==> src/hw/rtl/csa_pkg.sv <==
// ----------------------------------------------------------------------------
// csa_pkg: shared types and constants for the contact square array generator
// Request payloads, configuration register indexes and datapath widths.
// ----------------------------------------------------------------------------
package csa_pkg;

    localparam int CSA_MAX_PER_SIDE = 8;

    localparam int COORD_W    = 32;
    localparam int CFG_DATA_W = 16;
    localparam int CFG_IDX_W  = 2;
    // divisor: size + separation
    localparam int DIV_W      = CFG_DATA_W + 1;
    // extent: difference of two coordinates
    localparam int EXT_W      = COORD_W + 1;
    // numerator / running remainder: extent - 2*border + separation
    localparam int REM_W      = COORD_W + 2;

    localparam logic [CFG_IDX_W-1:0] CFG_BORDER_WIDTH = 2'd0;
    localparam logic [CFG_IDX_W-1:0] CFG_SQUARE_SIZE  = 2'd1;
    localparam logic [CFG_IDX_W-1:0] CFG_SEPARATION   = 2'd2;

    localparam logic [CFG_DATA_W-1:0] BORDER_RST = 16'd0;
    localparam logic [CFG_DATA_W-1:0] SIZE_RST   = 16'd1;
    localparam logic [CFG_DATA_W-1:0] SEP_RST    = 16'd0;

    typedef struct packed {
        logic signed [COORD_W-1:0] box_left;
        logic signed [COORD_W-1:0] box_bottom;
        logic signed [COORD_W-1:0] box_right;
        logic signed [COORD_W-1:0] box_top;
    } box_t;

    typedef struct packed {
        logic signed [COORD_W-1:0] sq_left;
        logic signed [COORD_W-1:0] sq_bottom;
        logic signed [COORD_W-1:0] sq_right;
        logic signed [COORD_W-1:0] sq_top;
        logic                      last_square;
    } sq_t;

    typedef struct packed {
        logic                    take;
        logic signed [REM_W-1:0] diff;
    } step_res_t;

endpackage

==> src/hw/rtl/contact_square_array_gen_top.sv <==
// ----------------------------------------------------------------------------
// contact_square_array_gen_top: contact square array generator
// Fills each rectangle request that fits a square with a centered grid of equal squares.
// ----------------------------------------------------------------------------
// Flow: an accepted rectangle goes through S_CHECK, S_DIVX and S_DIVY before
//   S_EMIT registers its first square. The per-axis counts come from one
//   shared subtract/compare unit, one step per cycle, then squares leave one
//   per cycle through the output register unless sq_ready stalls them; a new
//   rectangle is accepted only once the sequencer is back in S_IDLE.
// Reset: rst_n (async, active low) clears the sequencer and output valid and
//   loads border 0, size 1, separation 0.
module contact_square_array_gen_top
    import csa_pkg::*;
#(
    parameter int MAX_PER_SIDE = CSA_MAX_PER_SIDE
)
(
    input  logic                  clk,
    input  logic                  rst_n,
    // configuration write port
    input  logic                  cfg_we,
    input  logic [CFG_IDX_W-1:0]  cfg_index,
    input  logic [CFG_DATA_W-1:0] cfg_data,
    // rectangle requests
    input  logic                  box_valid,
    output logic                  box_ready,
    input  box_t                  box,
    // square requests
    output logic                  sq_valid,
    input  logic                  sq_ready,
    output sq_t                   sq
);

    localparam int CW = $clog2(MAX_PER_SIDE + 1);
    localparam logic [CW-1:0] MAX_CNT = CW'(MAX_PER_SIDE);

    typedef enum logic [2:0] {
        S_IDLE,
        S_CHECK,
        S_DIVX,
        S_DIVY,
        S_EMIT
    } state_t;

    // configuration
    logic [CFG_DATA_W-1:0] border_reg, border_next;
    logic [CFG_DATA_W-1:0] size_reg, size_next;
    logic [CFG_DATA_W-1:0] sep_reg, sep_next;

    // sequencer
    state_t                  state_reg, state_next;
    logic signed [COORD_W-1:0] left_reg, left_next;
    logic signed [COORD_W-1:0] bottom_reg, bottom_next;
    logic signed [EXT_W-1:0]   w_reg, w_next;
    logic signed [EXT_W-1:0]   h_reg, h_next;
    logic [DIV_W-1:0]          d_reg, d_next;
    logic signed [REM_W-1:0]   rem_reg, rem_next;
    logic [CW-1:0]             cnt_reg, cnt_next;
    logic [CW-1:0]             nx_reg, nx_next;
    logic [CW-1:0]             ny_reg, ny_next;
    logic [CW-1:0]             i_reg, i_next;
    logic [CW-1:0]             j_reg, j_next;
    logic [COORD_W-1:0]        x0_reg, x0_next;
    logic [COORD_W-1:0]        x_reg, x_next;
    logic [COORD_W-1:0]        y_reg, y_next;

    // output register
    logic sq_valid_reg, sq_valid_next;
    sq_t  sq_reg, sq_next;

    // combinational helpers
    logic signed [EXT_W-1:0] size_ext;
    logic signed [REM_W-1:0] border2_ext;
    logic signed [REM_W-1:0] sep_ext;
    logic [DIV_W-1:0]        d_calc;
    logic [COORD_W-1:0]      start_off;
    logic                    out_free;
    logic                    last_x;
    logic                    last_y;
    step_res_t               step;

    csa_step u_step (
        .rem     (rem_reg),
        .divisor (d_reg),
        .res     (step)
    );

    assign size_ext    = $signed({{(EXT_W-CFG_DATA_W){1'b0}}, size_reg});
    assign border2_ext = $signed({{(REM_W-CFG_DATA_W-1){1'b0}}, border_reg, 1'b0});
    assign sep_ext     = $signed({{(REM_W-CFG_DATA_W){1'b0}}, sep_reg});
    assign d_calc      = {1'b0, size_reg} + {1'b0, sep_reg};
    // offset of the first square: border + leftover/2 (remainder is >= 0 here)
    assign start_off   = {{(COORD_W-CFG_DATA_W){1'b0}}, border_reg}
                       + rem_reg[COORD_W:1];
    assign out_free    = !sq_valid_reg || sq_ready;
    assign last_x      = (i_reg == nx_reg - CW'(1));
    assign last_y      = (j_reg == ny_reg - CW'(1));

    assign box_ready = (state_reg == S_IDLE);
    assign sq_valid  = sq_valid_reg;
    assign sq        = sq_reg;

    always_comb
    begin
        border_next   = border_reg;
        size_next     = size_reg;
        sep_next      = sep_reg;
        state_next    = state_reg;
        left_next     = left_reg;
        bottom_next   = bottom_reg;
        w_next        = w_reg;
        h_next        = h_reg;
        d_next        = d_reg;
        rem_next      = rem_reg;
        cnt_next      = cnt_reg;
        nx_next       = nx_reg;
        ny_next       = ny_reg;
        i_next        = i_reg;
        j_next        = j_reg;
        x0_next       = x0_reg;
        x_next        = x_reg;
        y_next        = y_reg;
        sq_valid_next = sq_valid_reg;
        sq_next       = sq_reg;

        if (cfg_we)
        begin
            case (cfg_index)
                CFG_BORDER_WIDTH: border_next = cfg_data;
                CFG_SQUARE_SIZE:  size_next   = cfg_data;
                CFG_SEPARATION:   sep_next    = cfg_data;
                default:          ;
            endcase
        end

        if (sq_valid_reg && sq_ready)
            sq_valid_next = 1'b0;

        case (state_reg)
            S_IDLE:
            begin
                if (box_valid)
                begin
                    left_next   = box.box_left;
                    bottom_next = box.box_bottom;
                    w_next      = EXT_W'(box.box_right) - EXT_W'(box.box_left);
                    h_next      = EXT_W'(box.box_top) - EXT_W'(box.box_bottom);
                    state_next  = S_CHECK;
                end
            end

            S_CHECK:
            begin
                d_next   = d_calc;
                cnt_next = '0;
                // x numerator: w - 2*border + sep
                rem_next = REM_W'(w_reg) - border2_ext + sep_ext;
                if (size_ext > w_reg || size_ext > h_reg || d_calc == '0)
                    state_next = S_IDLE;
                else
                    state_next = S_DIVX;
            end

            S_DIVX:
            begin
                if (step.take && cnt_reg < MAX_CNT)
                begin
                    rem_next = step.diff;
                    cnt_next = cnt_reg + CW'(1);
                end
                else if (cnt_reg == '0)
                    state_next = S_IDLE;
                else
                begin
                    nx_next    = cnt_reg;
                    x0_next    = left_reg + start_off;
                    cnt_next   = '0;
                    rem_next   = REM_W'(h_reg) - border2_ext + sep_ext;
                    state_next = S_DIVY;
                end
            end

            S_DIVY:
            begin
                if (step.take && cnt_reg < MAX_CNT)
                begin
                    rem_next = step.diff;
                    cnt_next = cnt_reg + CW'(1);
                end
                else if (cnt_reg == '0)
                    state_next = S_IDLE;
                else
                begin
                    ny_next    = cnt_reg;
                    y_next     = bottom_reg + start_off;
                    x_next     = x0_reg;
                    i_next     = '0;
                    j_next     = '0;
                    state_next = S_EMIT;
                end
            end

            S_EMIT:
            begin
                if (out_free)
                begin
                    sq_valid_next       = 1'b1;
                    sq_next.sq_left     = x_reg;
                    sq_next.sq_bottom   = y_reg;
                    sq_next.sq_right    = x_reg + {{(COORD_W-CFG_DATA_W){1'b0}}, size_reg};
                    sq_next.sq_top      = y_reg + {{(COORD_W-CFG_DATA_W){1'b0}}, size_reg};
                    sq_next.last_square = last_x && last_y;
                    if (last_x)
                    begin
                        i_next = '0;
                        j_next = j_reg + CW'(1);
                        x_next = x0_reg;
                        y_next = y_reg + {{(COORD_W-DIV_W){1'b0}}, d_reg};
                        if (last_y)
                            state_next = S_IDLE;
                    end
                    else
                    begin
                        i_next = i_reg + CW'(1);
                        x_next = x_reg + {{(COORD_W-DIV_W){1'b0}}, d_reg};
                    end
                end
            end

            default:
                state_next = S_IDLE;
        endcase
    end

    always_ff @(posedge clk or negedge rst_n)
    begin
        if (!rst_n)
        begin
            border_reg   <= BORDER_RST;
            size_reg     <= SIZE_RST;
            sep_reg      <= SEP_RST;
            state_reg    <= S_IDLE;
            left_reg     <= '0;
            bottom_reg   <= '0;
            w_reg        <= '0;
            h_reg        <= '0;
            d_reg        <= '0;
            rem_reg      <= '0;
            cnt_reg      <= '0;
            nx_reg       <= '0;
            ny_reg       <= '0;
            i_reg        <= '0;
            j_reg        <= '0;
            x0_reg       <= '0;
            x_reg        <= '0;
            y_reg        <= '0;
            sq_valid_reg <= 1'b0;
            sq_reg       <= '0;
        end
        else
        begin
            border_reg   <= border_next;
            size_reg     <= size_next;
            sep_reg      <= sep_next;
            state_reg    <= state_next;
            left_reg     <= left_next;
            bottom_reg   <= bottom_next;
            w_reg        <= w_next;
            h_reg        <= h_next;
            d_reg        <= d_next;
            rem_reg      <= rem_next;
            cnt_reg      <= cnt_next;
            nx_reg       <= nx_next;
            ny_reg       <= ny_next;
            i_reg        <= i_next;
            j_reg        <= j_next;
            x0_reg       <= x0_next;
            x_reg        <= x_next;
            y_reg        <= y_next;
            sq_valid_reg <= sq_valid_next;
            sq_reg       <= sq_next;
        end
    end

`ifndef SYNTHESIS
    // accepted rectangle always goes to the fit check next
    a_accept_check: assert property (@(posedge clk) disable iff (!rst_n)
        (box_valid && box_ready) |=> (state_reg == S_CHECK))
        else $error("accepted rectangle did not enter fit check");

    // count never passes the per-side limit
    a_cnt_bound: assert property (@(posedge clk) disable iff (!rst_n)
        (cnt_reg <= MAX_CNT))
        else $error("per-axis count above limit");

    // the shared unit never divides by zero
    a_div_nonzero: assert property (@(posedge clk) disable iff (!rst_n)
        (state_reg == S_DIVX || state_reg == S_DIVY) |-> (d_reg != '0))
        else $error("zero divisor in count loop");

    // grid indexes stay inside the grid while emitting
    a_emit_index: assert property (@(posedge clk) disable iff (!rst_n)
        (state_reg == S_EMIT) |-> (i_reg < nx_reg && j_reg < ny_reg))
        else $error("emit index outside grid");
`endif

endmodule

==> src/hw/rtl/csa_step.sv <==
// ----------------------------------------------------------------------------
// csa_step: shared compare/subtract unit
// One trial subtraction of the divisor from the running remainder.
// ----------------------------------------------------------------------------
module csa_step
    import csa_pkg::*;
(
    input  logic signed [REM_W-1:0] rem,
    input  logic        [DIV_W-1:0] divisor,
    output step_res_t               res
);

    logic signed [REM_W-1:0] div_ext;

    assign div_ext  = $signed({{(REM_W-DIV_W){1'b0}}, divisor});
    assign res.diff = rem - div_ext;
    // negative remainder never takes
    assign res.take = (rem >= div_ext);

endmodule
==> config.mk <==
export PLATFORM = sky130hd
export DESIGN_NAME = contact_square_array_gen_top
export DESIGN_NICKNAME = d
export VERILOG_FILES = /design/src/hw/rtl/csa_pkg.sv /design/src/hw/rtl/contact_square_array_gen_top.sv /design/src/hw/rtl/csa_step.sv
export SDC_FILE = /design/constraint.sdc
export NUM_CORES = 2
export LEC_CHECK = 0
export ABC_AREA = 1
export BUFFER_PORTS_ARGS = -buffer_cell sky130_fd_sc_hd__buf_2
export CAP_MARGIN = 40
export CORE_ASPECT_RATIO = 1.75
export CORE_MARGIN = 3
export CORE_UTILIZATION = 40
export CTS_BUF_LIST = sky130_fd_sc_hd__clkbuf_4 sky130_fd_sc_hd__clkbuf_8 sky130_fd_sc_hd__clkbuf_16
export DETAILED_ROUTE_END_ITERATION = 12
export SYNTH_ARGS = -nofsm -noshare
export SYNTH_HDL_FRONTEND = slang
export SYNTH_SLANG_ARGS = --single-unit
export TNS_END_PERCENT = 50
==> constraint.sdc <==
create_clock -name clk -period 5 [get_ports clk]
set_input_delay 1 -clock clk [delete_from_list [all_inputs] [get_ports clk]]
set_output_delay 1 -clock clk [all_outputs]
set_load 0.02 [all_outputs]
==> results by group <==
Run status
  • Status: complete, but fails checks
  • Failing checks: design-rule violations

Worst setup path
  • Type of destination of the critical path: register
  • CP max FO: 5
  • RR Startpoint: border_reg[0]$_DFFE_PN0P_
  • CP required: 5.54 ns
  • Worst Setup Path Type: reg2reg
  • Reg2reg setup slack: 0.49 ns
  • Crit path DAT: 5.05 ns
  • Crit start category: register
  • R2R Path End: x0_reg[26]$_DFFE_PN0P_
  • Worst-case reg-to-reg path depth: 21

Global route
  • Largest net degree at the start of global routing: 103
  • Vias in the first global route: 43,200
  • Antenna violations before repair: 13
  • First-pass GRT wire length: 294,000 microns
  • Gr ovfl total: 0
  • Tot GR Track Use: 37.3%

Final layout
  • Area Growth Syn to Fin: 12.6%
  • Layout fillers: 11,000
  • Max reg flops: 129
  • Final nets: 7,111
  • Ratio of cells with drive above 1 in the final layout: 8.46%
  • Area of the multi-input gates: 0.0261 sq mm
  • Design Area, Final: 0.0471 sq mm
  • Storage element area: 0.0120 sq mm

Placement
  • # port buffers: 281
  • Placer Congestion: 1.04
  • Placed inst area: 0.0452 sq mm
  • Final HPWL DP: 176,000 microns

Synth
  • Netlist cell types: 57
  • Fraction of registers with async set/reset: 100%
  • Yosys top cell area share: 28.6%
  • Post-synth EDFFs: 0
  • Sequential element share of the synthesized area: 28.6%
  • Cell count after synthesis: 6,232
  • Area contributors post-synth: dfrtp_1 29%, nand2_1 16%, ha_1 11%
  • Mapped Area: 0.0418 sq mm
  • Count leader, synth: nand2_1
  • Post-synth top cells: 1,730 x nand2_1, 837 x inv_1, 563 x nor2_1
  • Yosys warns: 0
  • Cell taking the most area after synthesis: dfrtp_1
  • Synth Register Bits: 478
  • Synth Area per Inst: 6.71 sq um
  • Main synth FF type: dfrtp_1
  • Syn nets: 6,805

Route
  • DRC errors left: 2
  • DR iter-0 viols: 3,212
  • Drt via density: 5.50
  • DR WL met2: 106,000 microns
  • Met1 WL: 68,100 microns
  • Drt wl/cell: 26.2 microns
  • Detailed Route WL: 208,000 microns
  • Post-route ant nets: 0
  • Vias: 43,600
  • Max Used Layer: met5
  • Pre-antenna DRT Iters: 10
  • Met3 wire len: 8700 microns

Job
  • Number of max-cap violations: 0

Clock network
  • Post-cts resize count: 0
  • Hold buffers post-CTS: 0
  • CTS root buf: clkbuf_16
  • Post-CTS setup buffers: 0
  • Clk_lat worst skew: 0.66 ns
  • Clk buf depth: 3
  • Worst-path clk slew: 0.09 ns
  • H-tree depth: 2
  • CTS Sinks: 478
  • Cts bufs inserted: 51
  • CTS tree: yes

Power and ir drop
  • Power, Total: 18.6 mW
  • Cell Pwr Density: 396 mW/mm^2
  • Maximum vdd drop: 0.000375 V
  • Leakage: 24.7 nW

Floorplanning
  • I/O pin cnt: 282
  • Die Ht: 434 microns
  • Core Area: 0.103 sq mm
  • Die width: 250 microns
  • Initial Utilization: 40.4%
  • Die Footprint: 0.109 sq mm
  • Row cnt: 156

Timing
  • Final setup vio count: 0
  • Period Utilization, post-route: 90.2%
  • Final Skew: 0.0407 ns
  • Maximum clock rate: 0.222 GHz
  • Final hold vios: 0
  • Rel. slew slack: 28.9%
  • Setup_tns: 0 ns
  • Fin crit period: 4.51 ns
  • Least-Margin Pin Slew: 1.06 ns
  • RSZ-0062 raised after global routing: no
  • Final Slew Violations: 0
  • Worst hold slack: 0.341 ns

Hold path
  • Worst min path class: in2async
-- layer usage --
metal	up-vias	track usage [%]
met5	-	0
met4	4	36.9
met3	658	4.56
met2	1519	68.6
met1	20400	35.1
li1	21000	-
-- layout by cell type (no fill, tap or decap), types with 6 or more instances in the layout --
master,Yosys,layout
nand2_1,1730,1730
inv_1,837,835
nor2_1,563,561
o21ai_0,558,558
dfrtp_1,477,477
nand3_1,410,410
ha_1,381,381
a21oi_1,366,366
buf_2,21,284
nand4_1,117,117
xor2_1,113,113
buf_4,3,84
nor3_1,79,79
xnor2_1,76,76
clkbuf_16,0,52
fa_1,41,41
o21ai_1,38,38
o21bai_1,37,37
a21o_1,35,35
or2_2,31,31
o211ai_1,28,28
a21boi_0,26,26
a31oi_1,25,25
nor4_1,16,15
o21a_1,15,15
nand3b_1,13,13
and2_1,12,12
clkbuf_4,0,12
diode_2,0,11
nand2_2,11,11
o22ai_1,10,10
buf_12,0,10
o21ai_2,8,8
clkbuf_8,0,8
inv_2,7,7
a211oi_1,6,6
-- metrics by stage --
stage	setup slack [ns]	std cells	utilization, %
floorplan	1.43	6232	-
global placement	0.556	7821	43.7
detailed placement	0.513	7828	43.7
CTS	0.524	7924	45.5
global route	0.206	7933	45.5
finish	0.489	7935	45.5
-- worst max path at each step --
stage                                from                      to  depth (start not counted)
2_1_floorplan   border_reg[0]$_DFFE_PN0P_  x0_reg[21]$_DFFE_PN0P_                         21
5_1_grt        border_reg[12]$_DFFE_PN0P_   y_reg[28]$_DFFE_PN0P_                         21
4_1_cts         border_reg[0]$_DFFE_PN0P_  x0_reg[26]$_DFFE_PN0P_                         21
3_3_place_gp    border_reg[0]$_DFFE_PN0P_   y_reg[26]$_DFFE_PN0P_                         22
6_report        border_reg[0]$_DFFE_PN0P_  x0_reg[26]$_DFFE_PN0P_                         21
3_5_place_dp    border_reg[0]$_DFFE_PN0P_  x0_reg[26]$_DFFE_PN0P_                         21
-- cells by family (layout without fill, tap and decap cells) --
family | count (synthesis) | after routing | share of synthesized area, %
AND/OR/NAND/NOR | 3000 | 3000 | 29.9
XOR/XNOR | 189 | 189 | 3.96
flip-flops | 478 | 478 | 28.6
AO/OA/AOI/OAI | 1169 | 1169 | 15.2
adder cells (fa/ha/maj) | 422 | 422 | 13.4
other | 0 | 11 | 0
buffers and inverters | 974 | 1323 | 8.97
-- report_power, final --
part	switching, mW	internal [mW]	total, mW
Clock	1.84	2.38	4.22
Sequential	0.909	4.62	5.53
Combinational	6.12	2.78	8.89
-- layout make-up --
| cell class | count | area share [%] |
|---|---|---|
| Multi-Input combinational cell | 4780 | 55.5 |
| Tap cell | 1343 | 3.57 |
| Antenna cell | 11 | 0.0585 |
| Inverter | 846 | 6.77 |
| Clock buffer | 72 | 3.19 |
| Timing Repair Buffer | 381 | 4.88 |
| Clock inverter | 24 | 0.656 |
| Sequential cell | 478 | 25.4 |
-- worst max-delay path, stage by stage, from the launching register on --
cell and delay [ns]:
dfrtp_1 0.45, ha_1 0.21, inv_1 0.06, fa_1 0.45, o221ai_1 0.35, nand2_1 0.09
nand2_1 0.22, nand2_1 0.10, nand2_1 0.18, nand2_1 0.14, nor3_1 0.19, xor2_1 0.14
buf_4 0.18, ha_1 0.34, nand2_1 0.14, nor4_1 0.54, nand4_1 0.16, nand2_1 0.13
nand2_1 0.06, nand2_1 0.07, xnor2_1 0.11, o21ai_0 0.08
Note: power is estimated with default switching activity, not from simulation.
